**src/design/msb_first_bitstream_reader_defines.svh**
```systemverilog
// assertion helpers used by the bit reader core module
`ifndef MSB_FIRST_BITSTREAM_READER_DEFINES_SVH
`define MSB_FIRST_BITSTREAM_READER_DEFINES_SVH

// checked only out of reset
`define MSBR_ASSERT(lbl, prop, msg) \
    lbl: assert property (@(posedge clk) disable iff (!rst_n) prop) else $error(msg);

// checked at every edge, reset included
`define MSBR_ASSERT_ALWAYS(lbl, prop, msg) \
    lbl: assert property (@(posedge clk) prop) else $error(msg);

`endif

```
**src/design/msbr_pkg.sv**
```systemverilog
package msbr_pkg;

    localparam int WORD_WIDTH   = 32;
    localparam int BUFFER_WORDS = 2;
    localparam int CAP_BITS     = WORD_WIDTH * BUFFER_WORDS;
    localparam int CNT_W        = $clog2(CAP_BITS + 1);

    localparam logic [5:0] NBITS_MAX = 6'd32;

    typedef logic [WORD_WIDTH-1:0] word_t;
    typedef logic [CAP_BITS-1:0]   buf_t;
    typedef logic [CNT_W-1:0]      cnt_t;

    typedef enum logic [2:0] {
        KIND_PUSH  = 3'd0,
        KIND_GET   = 3'd1,
        KIND_PEEK  = 3'd2,
        KIND_SKIP  = 3'd3,
        KIND_ALIGN = 3'd4,
        KIND_FLUSH = 3'd5
    } kind_t;

    typedef enum logic [1:0] {
        ST_OK      = 2'd0,
        ST_STARVED = 2'd1,
        ST_FULL    = 2'd2
    } status_t;

    typedef struct packed {
        logic [2:0]  kind;
        logic [31:0] word;
        logic [5:0]  nbits;
    } item_t;

    typedef struct packed {
        logic [31:0] value;
        status_t     status;
        logic [6:0]  bits_available;
        logic [31:0] bit_position;
    } result_t;

    // right-aligned mask of n ones, n up to 32
    function automatic logic [31:0] read_mask(logic [5:0] n);
        logic [32:0] m;
        m = (33'd1 << n) - 33'd1;
        return m[31:0];
    endfunction

endpackage

```
**src/design/msbr_in_stage.sv**
```systemverilog
module msbr_in_stage (
    input  logic           clk,
    input  logic           rst_n,
    input  logic           in_valid,
    input  msbr_pkg::item_t in_item,
    input  logic           advance,
    output logic           in_stall,
    output logic           item_valid,
    output msbr_pkg::item_t item
);

    logic            valid_reg;
    logic            valid_next;
    msbr_pkg::item_t item_reg;
    logic            load;

    assign in_stall = valid_reg && !advance;
    assign load     = in_valid && !in_stall;

    always_comb
    begin
        if (load)
        begin
            valid_next = 1'b1;
        end
        else if (advance)
        begin
            valid_next = 1'b0;
        end
        else
        begin
            valid_next = valid_reg;
        end
    end

    always_ff @(posedge clk or negedge rst_n)
    begin
        if (!rst_n)
        begin
            valid_reg <= 1'b0;
        end
        else
        begin
            valid_reg <= valid_next;
        end
    end

    always_ff @(posedge clk)
    begin
        if (load)
        begin
            item_reg <= in_item;
        end
    end

    assign item_valid = valid_reg;
    assign item       = item_reg;

endmodule

```
**src/design/msbr_core.sv**
```systemverilog
`include "msb_first_bitstream_reader_defines.svh"

module msbr_core (
    input  logic              clk,
    input  logic              rst_n,
    input  logic              step,
    input  msbr_pkg::item_t   item,
    output msbr_pkg::result_t result
);

    msbr_pkg::buf_t   buf_reg;
    msbr_pkg::buf_t   buf_next;
    msbr_pkg::cnt_t   fill_reg;
    msbr_pkg::cnt_t   fill_next;
    logic [31:0]      cons_reg;
    logic [31:0]      cons_next;

    logic [5:0]       n_sat;
    msbr_pkg::cnt_t   n_cnt;
    msbr_pkg::cnt_t   shift;
    msbr_pkg::buf_t   front;
    msbr_pkg::word_t  w;
    logic [2:0]       drop;
    logic [31:0]      value;
    msbr_pkg::status_t status;
    logic [31:0]      fill_ext;

    logic             push_ok;
    logic             drain_step;
    logic             fill_in_range;
    msbr_pkg::cnt_t   fill_grown;
    logic [31:0]      pos_sum;

    assign n_sat = (item.nbits > msbr_pkg::NBITS_MAX) ? msbr_pkg::NBITS_MAX : item.nbits;
    assign n_cnt = msbr_pkg::cnt_t'(n_sat);
    // oldest valid bit sits at fill-1, so the front field starts at fill-n
    assign shift = fill_reg - n_cnt;
    assign front = buf_reg >> shift;
    assign w     = msbr_pkg::word_t'(item.word);
    // bits left to the next byte boundary of the stream
    assign drop  = 3'd0 - cons_reg[2:0];

    always_comb
    begin
        buf_next  = buf_reg;
        fill_next = fill_reg;
        cons_next = cons_reg;
        value     = 32'd0;
        status    = msbr_pkg::ST_OK;
        unique case (msbr_pkg::kind_t'(item.kind))
            msbr_pkg::KIND_PUSH:
            begin
                if (fill_reg > msbr_pkg::cnt_t'(msbr_pkg::CAP_BITS - msbr_pkg::WORD_WIDTH))
                begin
                    status = msbr_pkg::ST_FULL;
                end
                else
                begin
                    buf_next  = {buf_reg[msbr_pkg::CAP_BITS-msbr_pkg::WORD_WIDTH-1:0], w};
                    fill_next = fill_reg + msbr_pkg::cnt_t'(msbr_pkg::WORD_WIDTH);
                end
            end
            msbr_pkg::KIND_GET, msbr_pkg::KIND_PEEK, msbr_pkg::KIND_SKIP:
            begin
                if (n_cnt > fill_reg)
                begin
                    status = msbr_pkg::ST_STARVED;
                end
                else
                begin
                    if (msbr_pkg::kind_t'(item.kind) != msbr_pkg::KIND_SKIP)
                    begin
                        value = 32'(front) & msbr_pkg::read_mask(n_sat);
                    end
                    if (msbr_pkg::kind_t'(item.kind) != msbr_pkg::KIND_PEEK)
                    begin
                        fill_next = fill_reg - n_cnt;
                        cons_next = cons_reg + 32'(n_sat);
                    end
                end
            end
            msbr_pkg::KIND_ALIGN:
            begin
                if (msbr_pkg::cnt_t'(drop) > fill_reg)
                begin
                    status = msbr_pkg::ST_STARVED;
                end
                else
                begin
                    fill_next = fill_reg - msbr_pkg::cnt_t'(drop);
                    cons_next = cons_reg + 32'(drop);
                end
            end
            msbr_pkg::KIND_FLUSH:
            begin
                fill_next = '0;
                cons_next = cons_reg + 32'(fill_reg);
            end
            default:
            begin
                status = msbr_pkg::ST_OK;
            end
        endcase
    end

    always_ff @(posedge clk or negedge rst_n)
    begin
        if (!rst_n)
        begin
            buf_reg  <= '0;
            fill_reg <= '0;
            cons_reg <= 32'd0;
        end
        else if (step)
        begin
            buf_reg  <= buf_next;
            fill_reg <= fill_next;
            cons_reg <= cons_next;
        end
    end

    assign fill_ext = 32'(fill_next);

    assign result.value          = value;
    assign result.status         = status;
    assign result.bits_available = fill_ext[6:0];
    assign result.bit_position   = cons_next;

    assign push_ok       = step && (item.kind == msbr_pkg::KIND_PUSH) &&
                           (status == msbr_pkg::ST_OK);
    assign drain_step    = step && (item.kind != msbr_pkg::KIND_PUSH);
    assign fill_in_range = fill_reg <= msbr_pkg::cnt_t'(msbr_pkg::CAP_BITS);
    assign fill_grown    = fill_reg + msbr_pkg::cnt_t'(msbr_pkg::WORD_WIDTH);
    // consumed plus buffered only moves on a push
    assign pos_sum       = cons_reg + 32'(fill_reg);

    `MSBR_ASSERT_ALWAYS(a_fill_cap, !rst_n || fill_in_range, "fill beyond capacity")
    `MSBR_ASSERT(a_idle_hold, !step |=> $stable({fill_reg, cons_reg}), "state moved without a word")
    `MSBR_ASSERT(a_push_fill, push_ok |=> fill_reg == $past(fill_grown), "push did not add a word")
    `MSBR_ASSERT(a_consume_track, drain_step |=> pos_sum == $past(pos_sum), "fill and position drift")

endmodule

```
**src/design/msb_first_bitstream_reader.sv**
```systemverilog
// channel  signals                            direction  accepted when
// in       in_valid, in_stall, kind/word/nbits  sink       in_valid && !in_stall
// out      out_valid, out_stall, value/status/   source     out_valid && !out_stall
//          bits_available/bit_position
//
// one word per cycle while out_stall is low; a word passes the input then the result register
// the barrel shift over the bit buffer sits between the input register and result register
// rst_n clears the bit buffer, fill count, bit position and both valid flags
// a stalled result holds the pipeline; the input register takes one more word, and
// in_stall rises only while both registers hold words and out_stall is high
module msb_first_bitstream_reader (
    input  logic        clk,
    input  logic        rst_n,
    input  logic        in_valid,
    output logic        in_stall,
    input  logic [2:0]  kind,
    input  logic [31:0] word,
    input  logic [5:0]  nbits,
    output logic        out_valid,
    input  logic        out_stall,
    output logic [31:0] value,
    output logic [1:0]  status,
    output logic [6:0]  bits_available,
    output logic [31:0] bit_position
);

    msbr_pkg::item_t   in_item;
    msbr_pkg::item_t   item;
    logic              item_valid;
    logic              advance;
    msbr_pkg::result_t result;
    msbr_pkg::result_t result_reg;
    logic              out_valid_reg;
    logic              out_valid_next;

    assign in_item.kind  = kind;
    assign in_item.word  = word;
    assign in_item.nbits = nbits;

    // item moves on when the result register is free or drains this cycle
    assign advance = item_valid && (!out_valid_reg || !out_stall);

    msbr_in_stage u_in_stage (
        .clk        (clk),
        .rst_n      (rst_n),
        .in_valid   (in_valid),
        .in_item    (in_item),
        .advance    (advance),
        .in_stall   (in_stall),
        .item_valid (item_valid),
        .item       (item)
    );

    msbr_core u_core (
        .clk    (clk),
        .rst_n  (rst_n),
        .step   (advance),
        .item   (item),
        .result (result)
    );

    always_comb
    begin
        if (advance)
        begin
            out_valid_next = 1'b1;
        end
        else if (!out_stall)
        begin
            out_valid_next = 1'b0;
        end
        else
        begin
            out_valid_next = out_valid_reg;
        end
    end

    always_ff @(posedge clk or negedge rst_n)
    begin
        if (!rst_n)
        begin
            out_valid_reg <= 1'b0;
        end
        else
        begin
            out_valid_reg <= out_valid_next;
        end
    end

    always_ff @(posedge clk)
    begin
        if (advance)
        begin
            result_reg <= result;
        end
    end

    assign out_valid      = out_valid_reg;
    assign value          = result_reg.value;
    assign status         = result_reg.status;
    assign bits_available = result_reg.bits_available;
    assign bit_position   = result_reg.bit_position;

endmodule

```
**config.mk**
```make
export PLATFORM = sky130hd
export DESIGN_NAME = msb_first_bitstream_reader
export DESIGN_NICKNAME = d
export VERILOG_FILES = /design/src/design/msbr_pkg.sv /design/src/design/msbr_in_stage.sv /design/src/design/msbr_core.sv /design/src/design/msb_first_bitstream_reader.sv
export VERILOG_INCLUDE_DIRS = /design/src /design/src/design
export SDC_FILE = /design/constraint.sdc
export NUM_CORES = 1
export LEC_CHECK = 0
export BUFFER_PORTS_ARGS = -buffer_cell sky130_fd_sc_hd__buf_4
export CELL_PAD_IN_SITES_DETAIL_PLACEMENT = 1
export CELL_PAD_IN_SITES_GLOBAL_PLACEMENT = 1
export CORE_ASPECT_RATIO = 0.5
export CORE_MARGIN = 10
export CORE_UTILIZATION = 48
export CTS_CLUSTER_DIAMETER = 50
export DETAILED_ROUTE_END_ITERATION = 12
export HOLD_SLACK_MARGIN = 0.08
export PLACE_DENSITY_LB_ADDON = 0.1
export SLEW_MARGIN = 20
export SYNTH_ARGS = -nofsm -noshare
export SYNTH_HDL_FRONTEND = slang
export SYNTH_SLANG_ARGS = --single-unit
```
**constraint.sdc**
```tcl
create_clock -name clk -period 4.5 [get_ports clk]
set_input_delay 0.9 -clock clk [delete_from_list [all_inputs] [get_ports clk]]
set_output_delay 0.9 -clock clk [all_outputs]
set_load 0.005 [all_outputs]
```
==> run summary, run 1 <==
The flow ran to the end, and the final reports show no timing, DRC or antenna violations. The initial core utilization is 0.4848. The clock tree from TritonCTS is built. Post-CTS timing repair inserted 0 buffers for setup. Leaving out fill and tap cells, the most frequent cells in the layout are 177 x sky130_fd_sc_hd__buf_4, 174 x sky130_fd_sc_hd__nand2_1, 118 x sky130_fd_sc_hd__mux2i_1. After the first detailed-routing iteration, the DRC count stood at 1,210. The number of placed cells counting well taps is 2,040. Fill cells in the final layout number 3,512. The depth of the worst register-to-register path came out at 13. The kind of launch point of the worst setup path is a flop. In this run the number of H-tree levels came out at 1. In the final layout, the share of cells above drive strength 1 is 0.2341. The share of the clock period used by the worst path is 0.9456.

The area used by sequential logic in the layout is 6051 um^2. The row count is 46. The critical path arrival came out at 4.50 ns. The total global routing track utilization came out at 0.2662. The wire length of the first global-routing pass came out at 84,380 um.

For this run, the post-layout net count is 1,711. The via-per-instance ratio is 6.424. The number of gates resized after CTS came out at 0. The highest ir drop seen on vdd came out at 0.4223 mV. The post-route DRC violation count is 0. The total of endpoints with negative setup slack in the final report came out at 0.

The worst endpoint required time is 4.75 ns. The vertical extent of the die came out at 146.2 um. The mean instance size in the synthesized netlist is 9.942 um^2. The standby leakage power came out at 0.007237 uW. The most common cell after layout, fill and taps aside is sky130_fd_sc_hd__buf_4. The number of nets in the synthesized netlist came out at 1,614. During synthesis, Yosys emitted a total of 0 warnings. The worst-case headroom to the max-slew limit came out at 0.3598.

The endpoint identified for the worst register-to-register timing path is value[15]$_SDFFCE_PP0P_. The fraction of synthesis flops using an asynchronous set or reset pin is 0.4795. The highest clock frequency the design can meet is 0.2350 GHz. The number of buffers created by CTS is 25.

The cell sitting at the root of the clock tree is a sky130_fd_sc_hd__clkbuf_16. At the pin with the least slew margin, the transition time is 0.9603 ns. The area growth from synthesis to final layout is 15.29%.

The highest net fanout along the worst path came out at 18. Across the run, the number of max-cap violations was 0. For this design, the sink count on the clock tree is 219. The total area of multi-input combinational cells came out at 8708 um^2. In the synthesized netlist the dominant register cell turns out to be sky130_fd_sc_hd__edfxtp_1.

The number of buffers on the longest clock path is 3. The count of buffers inserted at the top-level ports came out at 119. The number of diodes is 0.

The count of pins on the block boundary came out at 120. The die extent in x is 272.4 um. The final sum of negative setup slack is 0 ns. In this run the standard cell core region covers 31,540 um^2. The sequential share of the synthesized area came out at 0.3957. Synthesis handed over a netlist of 1,538 instances. The hold-fix buffer count after cts is 0. The worst-case hold slack came out at 0.4084 ns. The worst setup path is of the flop to flop kind.

The latest clock arrival within the worst-skew pair came out at 0.55 ns. Setup repair after global routing left no endpoint under its margin. The setup check on the worst reg-to-reg path leaves a slack of 0.24 ns. The flip-flop count of the largest register, all copies and words added came out at 64.

The worst setup path is captured at a flop. Across all setup checks in the final design, the least slack found is 0.2449 ns. Entering global routing, the biggest net connects 65 pins.

The startpoint of the most critical register-to-register path is u_in_stage.item[0]$_DFFE_PP_. The area of the die came out at 39,830 um^2. The area of placed instances came out at 16,800 um^2.

The final wirelength came out at 54,840 um. After clock tree synthesis, the clock-pin slew on the worst setup and hold paths is 0.07 ns. The count of final max-slew check failures came to 0. The minimum clock period after layout is 4.255 ns.

The via count of the first global-routing pass came out at 13,904. The remaining antenna violation count came out at 0. The routed wirelength normalized by instance count is 26.30 um. Summing every instance area after synthesis gives 15,290 um^2. Routability-driven placement finished with a final weighted congestion of 0.9552. The hold violation count in the final report came out at 0.

The ratio of total power to cell area came out at 775.2 nW/um^2. At the placement stage, the worst setup path has a slack of 0.2931 ns. The number of distinct standard cells referenced by the synthesized netlist came out at 86. The worst min-delay path category is primary input to asynchronous set/reset pin. The total global routing overflow is 0. The count of flip-flops with a built-in enable after synthesis is 114. The initial antenna violation count came out at 0. The detailed placement HPWL is 40,400 um. The total vias in the final route is 13,393.

Across the routed clock network, the largest skew measured is 0.01857 ns. The register bit count reported by yosys came out at 219. The detailed-routing iteration count for the pre-antenna-repair pass is 5. The final instance count without filler cells came out at 2,085. The final cell area excluding filler cells is 17,630 um^2.
[worst max-delay path, stage by stage (launching register included)]
cell	delay, ns
sky130_fd_sc_hd__edfxtp_1	0.49
sky130_fd_sc_hd__nand2b_1	0.14
sky130_fd_sc_hd__inv_1	0.19
sky130_fd_sc_hd__ha_4	0.17
sky130_fd_sc_hd__inv_1	0.05
sky130_fd_sc_hd__fa_2	0.88
sky130_fd_sc_hd__buf_4	0.35
sky130_fd_sc_hd__mux4_2	0.55
sky130_fd_sc_hd__and2_1	0.18
sky130_fd_sc_hd__a31o_2	0.23
sky130_fd_sc_hd__or3_1	0.34
sky130_fd_sc_hd__o211ai_1	0.12
sky130_fd_sc_hd__o311a_1	0.19
sky130_fd_sc_hd__a311oi_1	0.05
[synthesized netlist by cell type (all sizes together), types with 14 or more instances]
library cell	n	share of area
xnor2	34	0.020
nand4	18	0.0082
a211oi	20	0.0098
mux4	26	0.038
nand2	175	0.043
inv	30	0.0074
dfrtp	105	0.17
mux2i	118	0.077
a31oi	22	0.0094
o211ai	17	0.0083
a21oi	82	0.027
mux2	103	0.076
edfxtp	114	0.22
ha	27	0.022
nand3	42	0.014
or3	14	0.0057
nor2	88	0.022
buf	58	0.021
clkbuf	52	0.013
o21ai	103	0.034
o21a	18	0.0088
nor3	41	0.013
xor2	17	0.010
a21o	17	0.0083
[metrics by stage]
| step | util | power [uW] |
|---|---|---|
| finish | 0.5589 | 13670 |
| global route | 0.5589 | 14410 |
| CTS | 0.5589 | 13540 |
| detailed placement | 0.5327 | 11360 |
| global placement | 0.5327 | 11110 |
| floorplan | - | 8655 |
[metal layers]
layer | track usage | share of wire
met1 | 0.3441 | 0.43
met2 | 0.4475 | 0.48
met3 | 0.04711 | 0.059
met4 | 0.08264 | 0.031
met5 | 0 | 0
[final cells by class]
class | instances | area share
clock buffer | 32 | 0.03811
clock inverter | 13 | 0.008730
inverter | 30 | 0.006459
multi-input combinational | 1179 | 0.4940
sequential | 219 | 0.3432
tap | 432 | 0.03066
timing repair buffer | 180 | 0.07878
[power breakdown]
group	switching (uW)	internal, uW
clock	904	1190
combinational	5010	3360
sequential	583	2620
total	6500	7170
[how the worst max path moves through the flow]
| stage | startpoint | end | slack (ns) | cells after the start |
|---|---|---|---|---|
| 4_1_cts | u_in_stage.item[0]$_DFFE_PP_ | value[15]$_SDFFCE_PP0P_ | 0.28 | 13 |
| 3_5_place_dp | u_in_stage.item[0]$_DFFE_PP_ | value[15]$_SDFFCE_PP0P_ | 0.29 | 13 |
| 2_1_floorplan | out_stall | u_core.cons_reg[18]$_DFFE_PN0P_ | 0.52 | 6 |
| 5_1_grt | u_in_stage.item[0]$_DFFE_PP_ | value[12]$_SDFFCE_PP0P_ | 0.07 | 12 |
| 3_3_place_gp | u_in_stage.item[0]$_DFFE_PP_ | value[15]$_SDFFCE_PP0P_ | 0.45 | 13 |
| 6_report | u_in_stage.item[0]$_DFFE_PP_ | value[15]$_SDFFCE_PP0P_ | 0.24 | 13 |
[kinds of logic after synthesis]
kind of cell	synth area share
AND/OR/NAND/NOR	0.1434
AO/OA/AOI/OAI	0.1709
multiplexers	0.1914
flip-flops	0.3957
buffers and inverters	0.04116
XOR/XNOR	0.03019
adder cells (fa/ha/maj)	0.02733
(Power assumes the default switching activity.)
==> run 2: changes to the inputs <==
--- a/config.mk
+++ b/config.mk
@@ -15,7 +15,7 @@
 export CTS_CLUSTER_DIAMETER = 50
 export DETAILED_ROUTE_END_ITERATION = 12
 export HOLD_SLACK_MARGIN = 0.08
-export PLACE_DENSITY_LB_ADDON = 0.1
+export PLACE_DENSITY_LB_ADDON = 0.05
 export SLEW_MARGIN = 20
 export SYNTH_ARGS = -nofsm -noshare
 export SYNTH_HDL_FRONTEND = slang
==> run 2 against run 1 <==
Critical path depth unchanged. Sequential cell count unchanged. Die area unchanged. Power up 1.1%. Cell area about the same. Global-route usage up 0.60 points. Sequential share of layout area about the same. Final cell count about the same. Worst setup slack worse by 0.032 ns. Core utilization about the same. First-iteration DRC count down 1.2%. Register-to-register slack worse by 0.03 ns. Critical path type unchanged. Largest power group unchanged. Highest routed layer unchanged.
==> run summary, run 2 (synthesis results as in run 1) <==
The ratio of total power to cell area is 784.2 nW/um^2. The setup slack at placement is 0.2497 ns. Of the cells placed in the final design, the portion with a size suffix greater than 1 is 0.2332. The total vias in the final route is 13,529. The worst setup path is launched from a flop.

The number of placed cells counting well taps came out at 2,037. The share of the clock period used by the worst path came out at 0.9527. The via count of the first global-routing pass is 14,103.

For the worst setup path, the data arrival time is 4.61 ns. The number of buffers on the longest clock path is 3. The last weighted congestion value of the routability-driven placer came out at 0.9383.

The post-route DRC violation count is 0. The share of total power dissipated in combinational logic is 0.619. The tool flagged a number of max-cap violations equal to 0. The total global routing overflow is 0. The top cell types in the final layout, fill and taps aside, are 174 x sky130_fd_sc_hd__nand2_1, 172 x sky130_fd_sc_hd__buf_4, 118 x sky130_fd_sc_hd__mux2i_1.

The routed wirelength normalized by instance count came out at 26.71 um. For this run, the total global-route usage over all layers was measured as 0.2721. The number of cells on the worst reg-to-reg path is 13. The number of antenna diodes in the final layout is 0. Setup violations remaining at the end of the flow were counted as 0. The number of buffers created by CTS came out at 25. The critical path starts at u_in_stage.item[5]$_DFFE_PP_. The die extent in x came out at 272.4 um. The register with the most flip-flops in the layout has 64 of them.

The hold violation count in the final report was 0. The wire length of the first global-routing pass is 86,130 um. The count of final max-slew check failures is 0. The initial core utilization came out at 0.4848. The area used by sequential logic in the layout came out at 6051 um^2. The worst-case register-to-register setup slack is 0.21 ns. The floorplan has 46 rows. The endpoint identified for the worst register-to-register timing path is value[1]$_SDFFCE_PP0P_. The worst setup path is of the flop to flop kind. The worst-case hold slack is 0.3734 ns. The final sum of negative setup slack came out at 0 ns. The total setup buffers inserted after CTS came out at 0. The final instance count without filler cells came out at 2,083. The path class of the tightest hold or removal check is primary input to asynchronous set/reset pin.

The share of total power dissipated in the clock network is 0.149. The area growth from synthesis to layout is 15.23%. The total number of nets in the final design is 1,708. The standby leakage power came out at 0.007226 uW. Internal power comes to 7155 uW. Counting the fill cells in the layout gives 3,520.

After floorplanning, the core was sized to cover 31,540 um^2. The initial antenna violation count is 0. The remaining antenna violation count came out at 0. The net switching fraction of the power is 0.4822. The highest net fanout along the worst path came out at 19. After the first detailed-routing iteration, the DRC count stood at 1,195. The count of pins on the block boundary came out at 120.

The number of sinks on the clock net is 219. The worst endpoint required time came out at 4.82 ns. The worst-case headroom to the max-slew limit came out at 0.2370. The first TritonRoute pass finished after 5 iterations. The analysis attributes to net switching a power of 6663 uW.

Leaving out fill and tap cells, the most frequent cell in the layout is sky130_fd_sc_hd__nand2_1. Setup repair after global routing left no endpoint under its margin. The latest clock arrival within the worst-skew pair came out at 0.57 ns. The CTS clock-pin slew for the worst setup and hold paths came out at 0.07 ns. The highest ir drop seen on vdd is 0.5025 mV.

The level count of the clock H-tree came out at 1. The die covers 39,830 um^2. TritonCTS built the clock tree.

Entering global routing, the biggest net connects 65 pins. The total area of multi-input combinational cells came out at 8715 um^2. In the routed layout, each cell is associated on average with a via count of 6.495. The detailed placement HPWL came out at 41,390 um. At the pin with the least slew margin, the transition time is 1.145 ns.

The worst path in the final design needs a cycle of 4.287 ns, including I/O delays and setup. STA classifies the critical path endpoint as a flop. The number of gates resized after CTS is 0. The share of power burned in registers is 0.232. Buffers placed on the I/O ports in this run total 119.

The flow ran to the end, and the final reports show no timing, DRC or antenna violations. In this run the critical register-to-register path is launched from u_in_stage.item[5]$_DFFE_PP_. The cell sitting at the root of the clock tree is a sky130_fd_sc_hd__clkbuf_16. The final wirelength came out at 55,640 um.

The highest clock frequency the design can meet came out at 0.2333 GHz. The hold-fix buffer count after cts came out at 0. The final critical-path setup slack is 0.2128 ns. The vertical extent of the die came out at 146.2 um. The final worst clock skew is 0.02535 ns.
## run 2: final cells by class
class / count / area share
clock buffer: 37 / 0.04090
clock inverter: 9 / 0.004971
inverter: 30 / 0.006462
multi-input combinational: 1179 / 0.4946
sequential: 219 / 0.3434
tap: 432 / 0.03068
timing repair buffer: 177 / 0.07897
## run 2: worst max-delay path by stage
| stage | endpoint | slack (ns) | depth (start not counted) |
|---|---|---|---|
| after floorplan | u_core.cons_reg[18]$_DFFE_PN0P_ | 0.52 | 6 |
| after global placement | value[26]$_SDFFCE_PP0P_ | 0.33 | 10 |
| after detailed placement | value[12]$_SDFFCE_PP0P_ | 0.25 | 12 |
| after CTS | value[12]$_SDFFCE_PP0P_ | 0.24 | 12 |
| after global routing | value[1]$_SDFFCE_PP0P_ | 0.05 | 13 |
| final | value[1]$_SDFFCE_PP0P_ | 0.21 | 13 |
## run 2: worst max-delay path: stages, from the launching register on
cell and delay [ns]:
sky130_fd_sc_hd__edfxtp_1 0.38, sky130_fd_sc_hd__nand2b_1 0.20, sky130_fd_sc_hd__inv_1 0.21, sky130_fd_sc_hd__ha_4 0.18
sky130_fd_sc_hd__inv_1 0.05, sky130_fd_sc_hd__fa_2 0.88, sky130_fd_sc_hd__inv_2 0.07, sky130_fd_sc_hd__buf_4 0.25
sky130_fd_sc_hd__mux2_2 0.39, sky130_fd_sc_hd__nand2_1 0.09, sky130_fd_sc_hd__o21ai_0 0.22, sky130_fd_sc_hd__mux2_2 0.36
sky130_fd_sc_hd__mux4_2 0.46, sky130_fd_sc_hd__nor3_1 0.30
## run 2: routing by layer
| layer | global-route usage | wire (um) | vias to the layer above |
|---|---|---|---|
| met4 | 0.07352 | 1494 | 0 |
| met1 | 0.3481 | 23790 | 6930 |
| met5 | 0 | 0 | - |
| met3 | 0.04581 | 3215 | 107 |
| met2 | 0.4688 | 27140 | 487 |
| li1 | - | - | 6005 |
## run 2: power groups by stage
stage | sequential [uW] | combinational, uW | clock [uW]
4_1_cts | 3200 | 8390 | 2080
3_5_place_dp | 3230 | 8310 | 0
2_1_floorplan | 2970 | 5690 | 0
5_1_grt | 3270 | 9140 | 2170
3_3_place_gp | 3170 | 8110 | 0
6_report | 3210 | 8550 | 2060
## run 2: per-stage QoR
step                      instance area (um^2)    util  power, uW
after floorplan                          15290       -       8655
after global placement                   16800  0.5328      11280
after detailed placement                 16810  0.5330      11550
after CTS                                17620  0.5586      13670
after global routing                     17620  0.5586      14580
final                                    17620  0.5586      13820
